`config.mk`:
```
export PLATFORM = sky130hd
export DESIGN_NAME = bbm_run_finder
export DESIGN_NICKNAME = d
export VERILOG_FILES = /design/src/rtl/core/bbm_pkg.sv /design/src/rtl/core/bbm_run_finder.sv
export SDC_FILE = /design/constraint.sdc
export NUM_CORES = 1
export LEC_CHECK = 0
export BUFFER_PORTS_ARGS = -buffer_cell sky130_fd_sc_hd__buf_2
export CAP_MARGIN = 20
export CORE_MARGIN = 10
export CORE_UTILIZATION = 35
export DETAILED_ROUTE_END_ITERATION = 7
export MAX_ROUTING_LAYER = met4
export PLACE_DENSITY = 0.48
export SYNTH_ARGS = -nofsm -noshare
export SYNTH_HDL_FRONTEND = slang
export SYNTH_SLANG_ARGS = --single-unit
```
`constraint.sdc`:
```
create_clock -name vclk -period 8.15
set_input_delay 0.815 -clock vclk [all_inputs]
set_output_delay 0.815 -clock vclk [all_outputs]
set_load 0.01 [all_outputs]
```
`src/rtl/core/bbm_pkg.sv`:
```
// Shared field widths, action and status codes and the sequencer state type
// for the base-and-bounds MMU. No dependencies.
`timescale 1ns / 1ps

package bbm_pkg;

    localparam int ACTION_W  = 2;
    localparam int SIZE_W    = 13;
    localparam int PID_W     = 4;
    localparam int VADDR_W   = 12;
    localparam int STATUS_W  = 3;
    localparam int PADDR_W   = 12;
    localparam int BASE_W    = 12;
    localparam int WORD_BITS = 32;
    localparam int LANE_W    = 5;

    localparam logic [ACTION_W-1:0] ACT_CREATE    = 2'd0;
    localparam logic [ACTION_W-1:0] ACT_SWITCH    = 2'd1;
    localparam logic [ACTION_W-1:0] ACT_TRANSLATE = 2'd2;

    localparam logic [STATUS_W-1:0] STAT_OK      = 3'd0;
    localparam logic [STATUS_W-1:0] STAT_NO_RUN  = 3'd1;
    localparam logic [STATUS_W-1:0] STAT_NO_SLOT = 3'd2;
    localparam logic [STATUS_W-1:0] STAT_FAULT   = 3'd3;
    localparam logic [STATUS_W-1:0] STAT_BAD_PID = 3'd4;

    typedef logic [WORD_BITS-1:0] word_t;

    typedef enum logic [2:0] {
        ST_CLEAR,
        ST_IDLE,
        ST_SCAN,
        ST_MARK,
        ST_SLOT,
        ST_DONE
    } state_t;

endpackage

```
`src/rtl/core/bbm_run_finder.sv`:
```
// Free-run finder: evaluates one word of the allocation map against the run
// carried in from lower words. Depends on bbm_pkg.
`timescale 1ns / 1ps

module bbm_run_finder
    import bbm_pkg::*;
#(
    parameter int RW = 13
)(
    input  word_t             map_word,
    input  word_t             lane_ok,
    input  logic [RW-1:0]     carry_in,
    input  logic [RW-1:0]     len,
    output logic              found,
    output logic [LANE_W-1:0] hit_lane,
    output logic [RW-1:0]     carry_out
);

    // Each prefix-network level copies the nearest used position from further
    // down, so after the last level each lane knows its nearest used bit, if any.
    word_t             has_used [LANE_W+1];
    logic [LANE_W-1:0] used_pos [LANE_W+1][WORD_BITS];
    logic [RW-1:0]     run_len  [WORD_BITS];
    word_t             hit;

    always_comb
    begin
        for (int i = 0; i < WORD_BITS; i++)
        begin
            has_used[0][i] = map_word[i] | ~lane_ok[i];
            used_pos[0][i] = LANE_W'(i);
        end
        for (int lv = 0; lv < LANE_W; lv++)
        begin
            for (int i = 0; i < WORD_BITS; i++)
            begin
                if ((i >= (1 << lv)) && !has_used[lv][i])
                begin
                    has_used[lv+1][i] = has_used[lv][i - (1 << lv)];
                    used_pos[lv+1][i] = used_pos[lv][i - (1 << lv)];
                end
                else
                begin
                    has_used[lv+1][i] = has_used[lv][i];
                    used_pos[lv+1][i] = used_pos[lv][i];
                end
            end
        end
        for (int i = 0; i < WORD_BITS; i++)
        begin
            if (has_used[LANE_W][i])
            begin
                run_len[i] = RW'(i) - RW'(used_pos[LANE_W][i]);
            end
            else
            begin
                run_len[i] = carry_in + RW'(i + 1);
            end
            hit[i] = (run_len[i] >= len);
        end
    end

    always_comb
    begin
        hit_lane = '0;
        for (int i = WORD_BITS - 1; i >= 0; i--)
        begin
            if (hit[i])
            begin
                hit_lane = LANE_W'(i);
            end
        end
    end

    assign found     = |hit;
    assign carry_out = run_len[WORD_BITS-1];

endmodule

```
After elaboration in Yosys (flattened, before gate mapping)
Cells that the tools add are included.
W data, S select, Z words.
- RAM bits: 0
- memories kept: 0
- register bits after elaboration: 0
- ROM bits: 0
- latch bits: 0
- reductions and logical operators: 1
- mux-type cells: 322
- eq/ne operators: 0
- add/sub/neg operators: 63
- order comparisons: 32
- bitwise gates (word level): 64
- shifts and indexed selects: 0
- multiply operators: 0
- div/mod/pow operators: 0
- operator list (cell ; number):
    $ge A13 B13 Y1 ; 32
    $mux W13 ; 32
    $mux W5 ; 83
    $add A13 B5 Y13 const B ; 16
    $mux W1 ; 145
    $add A13 B4 Y13 const B ; 8
    $sub A5 B5 Y6 const A ; 16
    $mux W4 ; 22
    $mux W3 ; 23
    $add A13 B3 Y13 const B ; 4
    $sub A4 B5 Y6 const A ; 8
    $mux W2 ; 17
    $not A1 Y1 ; 32
    $or A1 B1 Y1 ; 32
    $reduce_or A32 Y1 ; 1
    $add A13 B2 Y13 const B ; 2
    $sub A3 B3 Y4 const A ; 4
    $add A13 B1 Y13 const B ; 1
    $add A13 B6 Y13 const B ; 1
    $sub A2 B2 Y3 const A ; 2
    $sub A1 B1 Y2 const A ; 1

Longest topological paths before layout
Gate-level depths: netlist of the first run.
- depth in word-level cells: 42
- depth in mapped cells: 24

Least setup slack after synthesis of the first run
Ideal clock, no wire load.
- path kind: input port to output port
- start: in map_word[15]
- end: out hit_lane[1]
- data required time: 7.335 ns
- arrival: 4.773 ns
- path buffers: 0
- cell stages on the path: 20
- slack: 2.562 ns
- cells stage by stage: nand2b_1 nor2_1 nand2_1 nor2_1 nand2_1 o21ai_1 a21oi_1 ha_1 a21oi_1 a21oi_1 ha_1 a21o_1 a22oi_1 a21oi_1 nor3_1 nand2b_1 or3_1 o221ai_1 a211oi_1 a221oi_2
- longest elaborated chain between the ends: 41
- RTL lines (what ; line ; source):
    start: declaration ; bbm_run_finder.sv:10 ; input word_t map_word,
    $or A1 B1 Y1 * ; bbm_run_finder.sv:30 ; has_used[0][i] = map_word[i] | ~lane_ok[i];
    $mux W1 ; bbm_run_finder.sv:37 ; if ((i >= (1 << lv)) && !has_used[lv][i])
    $mux W2 / $mux W1 (equally long branches) ; bbm_run_finder.sv:37 ;
    $mux W3 / $mux W1 (equally long branches) ; bbm_run_finder.sv:37 ;
    $mux W5 (2 in a row) ; bbm_run_finder.sv:37 ;
    $sub A5 B5 Y6 ; bbm_run_finder.sv:53 ; run_len[i] = RW'(i) - RW'(used_pos[LANE_W][i]);
    $mux W13 ; bbm_run_finder.sv:51 ; if (has_used[LANE_W][i])
    $ge A13 B13 Y1 ; bbm_run_finder.sv:59 ; hit[i] = (run_len[i] >= len);
    $mux W5 (16 in a row) ; bbm_run_finder.sv:68 ; if (hit[i])
    $mux W5 * (16 in a row) ; bbm_run_finder.sv:68 ;
    end: declaration ; bbm_run_finder.sv:15 ; output logic [LANE_W-1:0] hit_lane,
Mark *: on every way between the ends. The rest lies on a longest branch, timed or not.

Worst setup path in the final report of the first run
- start: in lane_ok[7]
- end: out hit_lane[0]
- longest elaborated chain between the ends: 42
- RTL lines (what ; line ; source):
    start: declaration ; bbm_run_finder.sv:11 ; input word_t lane_ok,
    $not A1 Y1 * ; bbm_run_finder.sv:30 ;
    $or A1 B1 Y1 * ; bbm_run_finder.sv:30 ;
    $mux W1 ; bbm_run_finder.sv:37 ;
    $mux W2 / $mux W1 (equally long branches) ; bbm_run_finder.sv:37 ;
    $mux W3 ; bbm_run_finder.sv:37 ;
    $mux W5 (2 in a row) ; bbm_run_finder.sv:37 ;
    $sub A5 B5 Y6 ; bbm_run_finder.sv:53 ;
    $mux W13 ; bbm_run_finder.sv:51 ;
    $ge A13 B13 Y1 ; bbm_run_finder.sv:59 ;
    $mux W5 (24 in a row) ; bbm_run_finder.sv:68 ;
    $mux W5 * (8 in a row) ; bbm_run_finder.sv:68 ;
Marks and branches as above.

==> impl_metrics.ini, run 1 <==
[layout]
seqCellArea_um2 = 0
design_area_mm2 = 0.02086
syn_to_final_growth_pct = 9.729
nFillCells = 5845
design.seq.count = 0
drive_gt1_share_pct = 9.542
n_clock_buffer = 0
final_cell_mix = ha_1, nor2_1, a21oi_1
fin_nets = 3474
utilization_pct = 38.76
final_common_cell = ha_1

[logic_synthesis]
synthCells = 2821
synth_seq_area_share_pct = 0
yosys_warnings = 0
postSynthAreaPerCell_um2 = 6.738
synth_simple_gate_area_share_pct = 29.32
synth_area_leaders = ha_1, nor2_1, a21oi_1
synth_top_family_by_area = adder cells
syn_area_mm2 = 0.01901
synth_area_leader_cell = ha_1
yosysUniqueCellTypes = 92
synth_nets = 3369
synthAdderAreaFrac_pct = 30.15
yosys.area.top_type_share_pct = 30.15
synth-compound-area-share_pct = 24.26
synth_xor_area_share_pct = 12.07
synthMuxAreaShare_pct = 0.6451

[die]
die_h_um = 253.0
num_rows = 85
start_util_pct = 35.32
die_x_um = 253.0
io_pins = 109
coreArea_mm2 = 0.05381
dieArea_mm2 = 0.06403

[global_routing]
grt-ovfl-total = 0
grt_use_total_pct = 33.36
grt_pass1_wl_um = 155400
antenna_found_initial = 4
grt_pass1_vias = 22200
grt_max_degree = 33

[worst_setup_path]
crit_type = in2out
start_kind = primary input
end_kind = primary output
critPathRequiredTime_ps = 7340
worst-path-max-fanout = 7
critical_path_arrival_ps = 7060

[clock_tree]
cts_resized = 0
ctsHoldBuffers = 0
cts_setup_buffers = 0

[sta]
post-route-period-util_pct = 96.65
fmax_ghz = 0.1269
setup_viol = 0
slew_violations = 0
fin_setup_tns_ps = 0
maxSlewHeadroom_pct = 21.64
hold_violations = 0
layout_min_cycle_time_ps = 7877
tightest_slew_ps = 1167
rsz0062_at_grt = false

[detailed_routing]
drtIter0Drc = 2659
viasPerCell = 6.338
drcViolationCount = 0
firstDrtPassIters = 8
antenna_left = 0
finalWirelength_um = 108300
wl_per_cell_um = 29.87
vias = 22980

[worst_hold_path]
hold_class = in2out
min_path_cells = 5
worstHoldEndpoint = carry_out[0]
worstHoldStart = map_word[31]

[run]
timing.max_cap.violations = 0

[place]
port_buffers = 109
placed_cell_area_mm2 = 0.02085
globalplace.congestion = 1.059
hpwl_um = 84870

[outcome]
status = completed
[area by class of cell]
cell class | count | area (um2) | share of cell area [%]
tap | 696 | 870.8 | 4.175
multi-input combinational | 2646 | 18330 | 87.90
inverter | 53 | 198.9 | 0.9538
antenna | 5 | 12.51 | 0.05999
timing repair buffer | 225 | 1441 | 6.911
[routing by layer]
metal / part of all wire, % / track usage (%) / vias up
met1: 44 / 43.09 / 11100
met5: 0 / - / -
met3: 9.0 / 5.249 / 233
li1: - / - / 10410
met4: 4.5 / 12.32 / 0
met2: 43 / 51.58 / 1230
[synth_stat cells, drive strengths merged, types with 9 or more instances]
cell,number
o21bai,10
a211oi,23
and3,15
and2,13
a21o,63
nor2,444
a31oi,26
clkbuf,95
inv,53
buf,27
nand4,38
a21oi,284
and4,11
xnor2,134
ha,458
o21ai,186
o31ai,15
nor4,12
nand2,258
nand2b,55
o21a,25
nand4bb,9
xor2,128
nand3,107
nor3,36
o22ai,25
nor2b,84
mux2i,10
or3,36
o211ai,16
[logic make-up after synthesis]
family | after synthesis
buffers and inverters | 175
muxes | 12
AOI/OAI and AO/OA | 760
and+or+nand+nor | 1154
adders and majority gates | 458
xor gates and xnor gates | 262
[worst max-delay path, cell delays in order]
cell      delay [ps]
buf_2            100
nor2b_1          530
nand2_1          460
a21oi_1          530
o21ai_1          250
nand2_1          300
inv_1            210
ha_1             240
ha_1             230
nor2_1           420
a21oi_1          100
ha_1             340
a21oi_1          150
a21oi_1           80
a211oi_1         300
o31ai_1          170
a221o_1          370
nor3b_1          210
o311ai_1         230
a221oi_1         690
o21ai_1          140
buf_2            170
[worst max-delay path by stage]
stage / from / to / cells past startpoint
after detailed placement: lane_ok[7] / hit_lane[0] / 22
after floorplan: map_word[15] / hit_lane[1] / 20
after global placement: lane_ok[7] / hit_lane[0] / 22
after CTS: lane_ok[7] / hit_lane[0] / 22
final: lane_ok[7] / hit_lane[0] / 22
after global routing: lane_ok[7] / hit_lane[0] / 22
[metrics by stage]
stage / cells / worst slack (ps) / hold WS, ps
after floorplan: 2821 / 2562 / 1832
after global placement: 3620 / 389.1 / 2063
after detailed placement: 3620 / 504.3 / 2066
after CTS: 3620 / 466.8 / 2069
after global routing: 3624 / 135.7 / 2143
final: 3625 / 272.7 / 2059
==> run 2, diff against run 1 <==
CORE_ASPECT_RATIO = 0.5   (was not set)
==> run 2 against run 1 <==
Effect of this change:
- clock-buffer cell count unchanged
- first-iteration DRC count up 17%
- design area up 0.26%
- critical path type unchanged
==> impl_metrics.ini, run 2 (synthesis results as in run 1) <==
[outcome]
status = completed

[place]
hpwl_um = 85590
placedCellCount = 3645
globalplace.congestion = 1.089
port_buffers = 109

[worst_hold_path]
hold_class = in2out
min_path_cells = 5
worstHoldEndpoint = carry_out[0]
worstHoldStart = map_word[31]

[die]
io_pins = 109
die_x_um = 349.6
dieArea_mm2 = 0.06460
die_h_um = 184.8
coreArea_mm2 = 0.05375
num_rows = 60
start_util_pct = 35.36

[worst_setup_path]
slowest_delay_ps = 520
slowest_stage = nor2_1
crit_type = in2out
worst-path-max-fanout = 9
crit_path_frequent_cell = a21oi_1
start_kind = primary input
end_kind = primary output
critPathRequiredTime_ps = 7340
critical_path_arrival_ps = 6830
crit_path_cell_trace = buf_2, nand2b_1, nor2_1, nand2_1, buf_4, nor2_1, nand2_1, o21ai_1, a21oi_1, ha_1, a21oi_1, a21oi_1, ha_1, a21o_1, a22oi_1, a21oi_1, nor3_1, buf_4, nand4_1, a211oi_1, o311ai_1, a221oi_1, o21ai_1, buf_2

[layout]
fin_nets = 3482
fin_cells = 3647
n_clock_buffer = 0
syn_to_final_growth_pct = 10.02
final_common_cell = ha_1
seqCellArea_um2 = 0
drive_gt1_share_pct = 9.925
design.seq.count = 0
final_cell_mix = ha_1, nor2_1, a21oi_1

[sta]
maxSlewHeadroom_pct = 29.77
rsz0062_at_grt = false
layout_min_cycle_time_ps = 7640
slew_violations = 0
fmax_ghz = 0.1309
post-route-period-util_pct = 93.74
hold_violations = 0
tightest_slew_ps = 1054
setup_viol = 0
fin_setup_tns_ps = 0

[detailed_routing]
firstDrtPassIters = 6
finalWirelength_um = 108800
vias = 23120
viasPerCell = 6.339
antenna_left = 0
drcViolationCount = 0
drtIter0Drc = 3100
wl_per_cell_um = 29.84

[global_routing]
antenna_found_initial = 0
grt_use_total_pct = 33.06
grt_pass1_vias = 20850
grt_max_degree = 40
grt-ovfl-total = 0
grt_pass1_wl_um = 153500

[clock_tree]
cts_resized = 0
ctsHoldBuffers = 0
cts_setup_buffers = 0

[run]
timing.max_cap.violations = 0
run 2: worst max-delay path by stage:
| stage | endpoint | slack (ps) | start | cells past startpoint |
|---|---|---|---|---|
| 2_1_floorplan | hit_lane[1] | 2560 | map_word[15] | 20 |
| 3_3_place_gp | hit_lane[0] | 700 | map_word[15] | 24 |
| 3_5_place_dp | hit_lane[0] | 790 | map_word[15] | 24 |
| 4_1_cts | hit_lane[0] | 760 | map_word[15] | 24 |
| 5_1_grt | hit_lane[0] | 270 | map_word[15] | 24 |
| 6_report | hit_lane[0] | 510 | map_word[15] | 24 |
run 2: area by class of cell:
class | count | area [um2]
diodes | 2 | 5.005
fillers | 5888 | 32840
inverters | 53 | 198.9
multi-input cells | 2646 | 18340
well taps | 713 | 892.1
repair buffers | 233 | 1476
run 2: critical path: cells and delay by family:
family          cells  cell delay [ps]
compound gates     11             2510
fa+ha+maj           2              660
buf+inv             4              720
simple gates        7             2100
run 2: per-stage QoR:
| stage | area (um2) | hold WS [ps] | setup WS (ps) | util, % |
|---|---|---|---|---|
| 2_1_floorplan | 19010 | 1832 | 2562 | - |
| 3_3_place_gp | 20910 | 2124 | 704.6 | 38.90 |
| 3_5_place_dp | 20910 | 2102 | 792.3 | 38.90 |
| 4_1_cts | 20910 | 2107 | 760.8 | 38.90 |
| 5_1_grt | 20910 | 2160 | 273.1 | 38.90 |
| 6_report | 20910 | 2122 | 509.8 | 38.91 |
run 2: per-layer routing:
metal	vias up	share of wire, %	track usage, %
met5	-	0	-
met4	0	2.9	7.704
met3	208	13	7.214
met2	1426	38	45.60
met1	11060	46	47.69
li1	10430	-	-
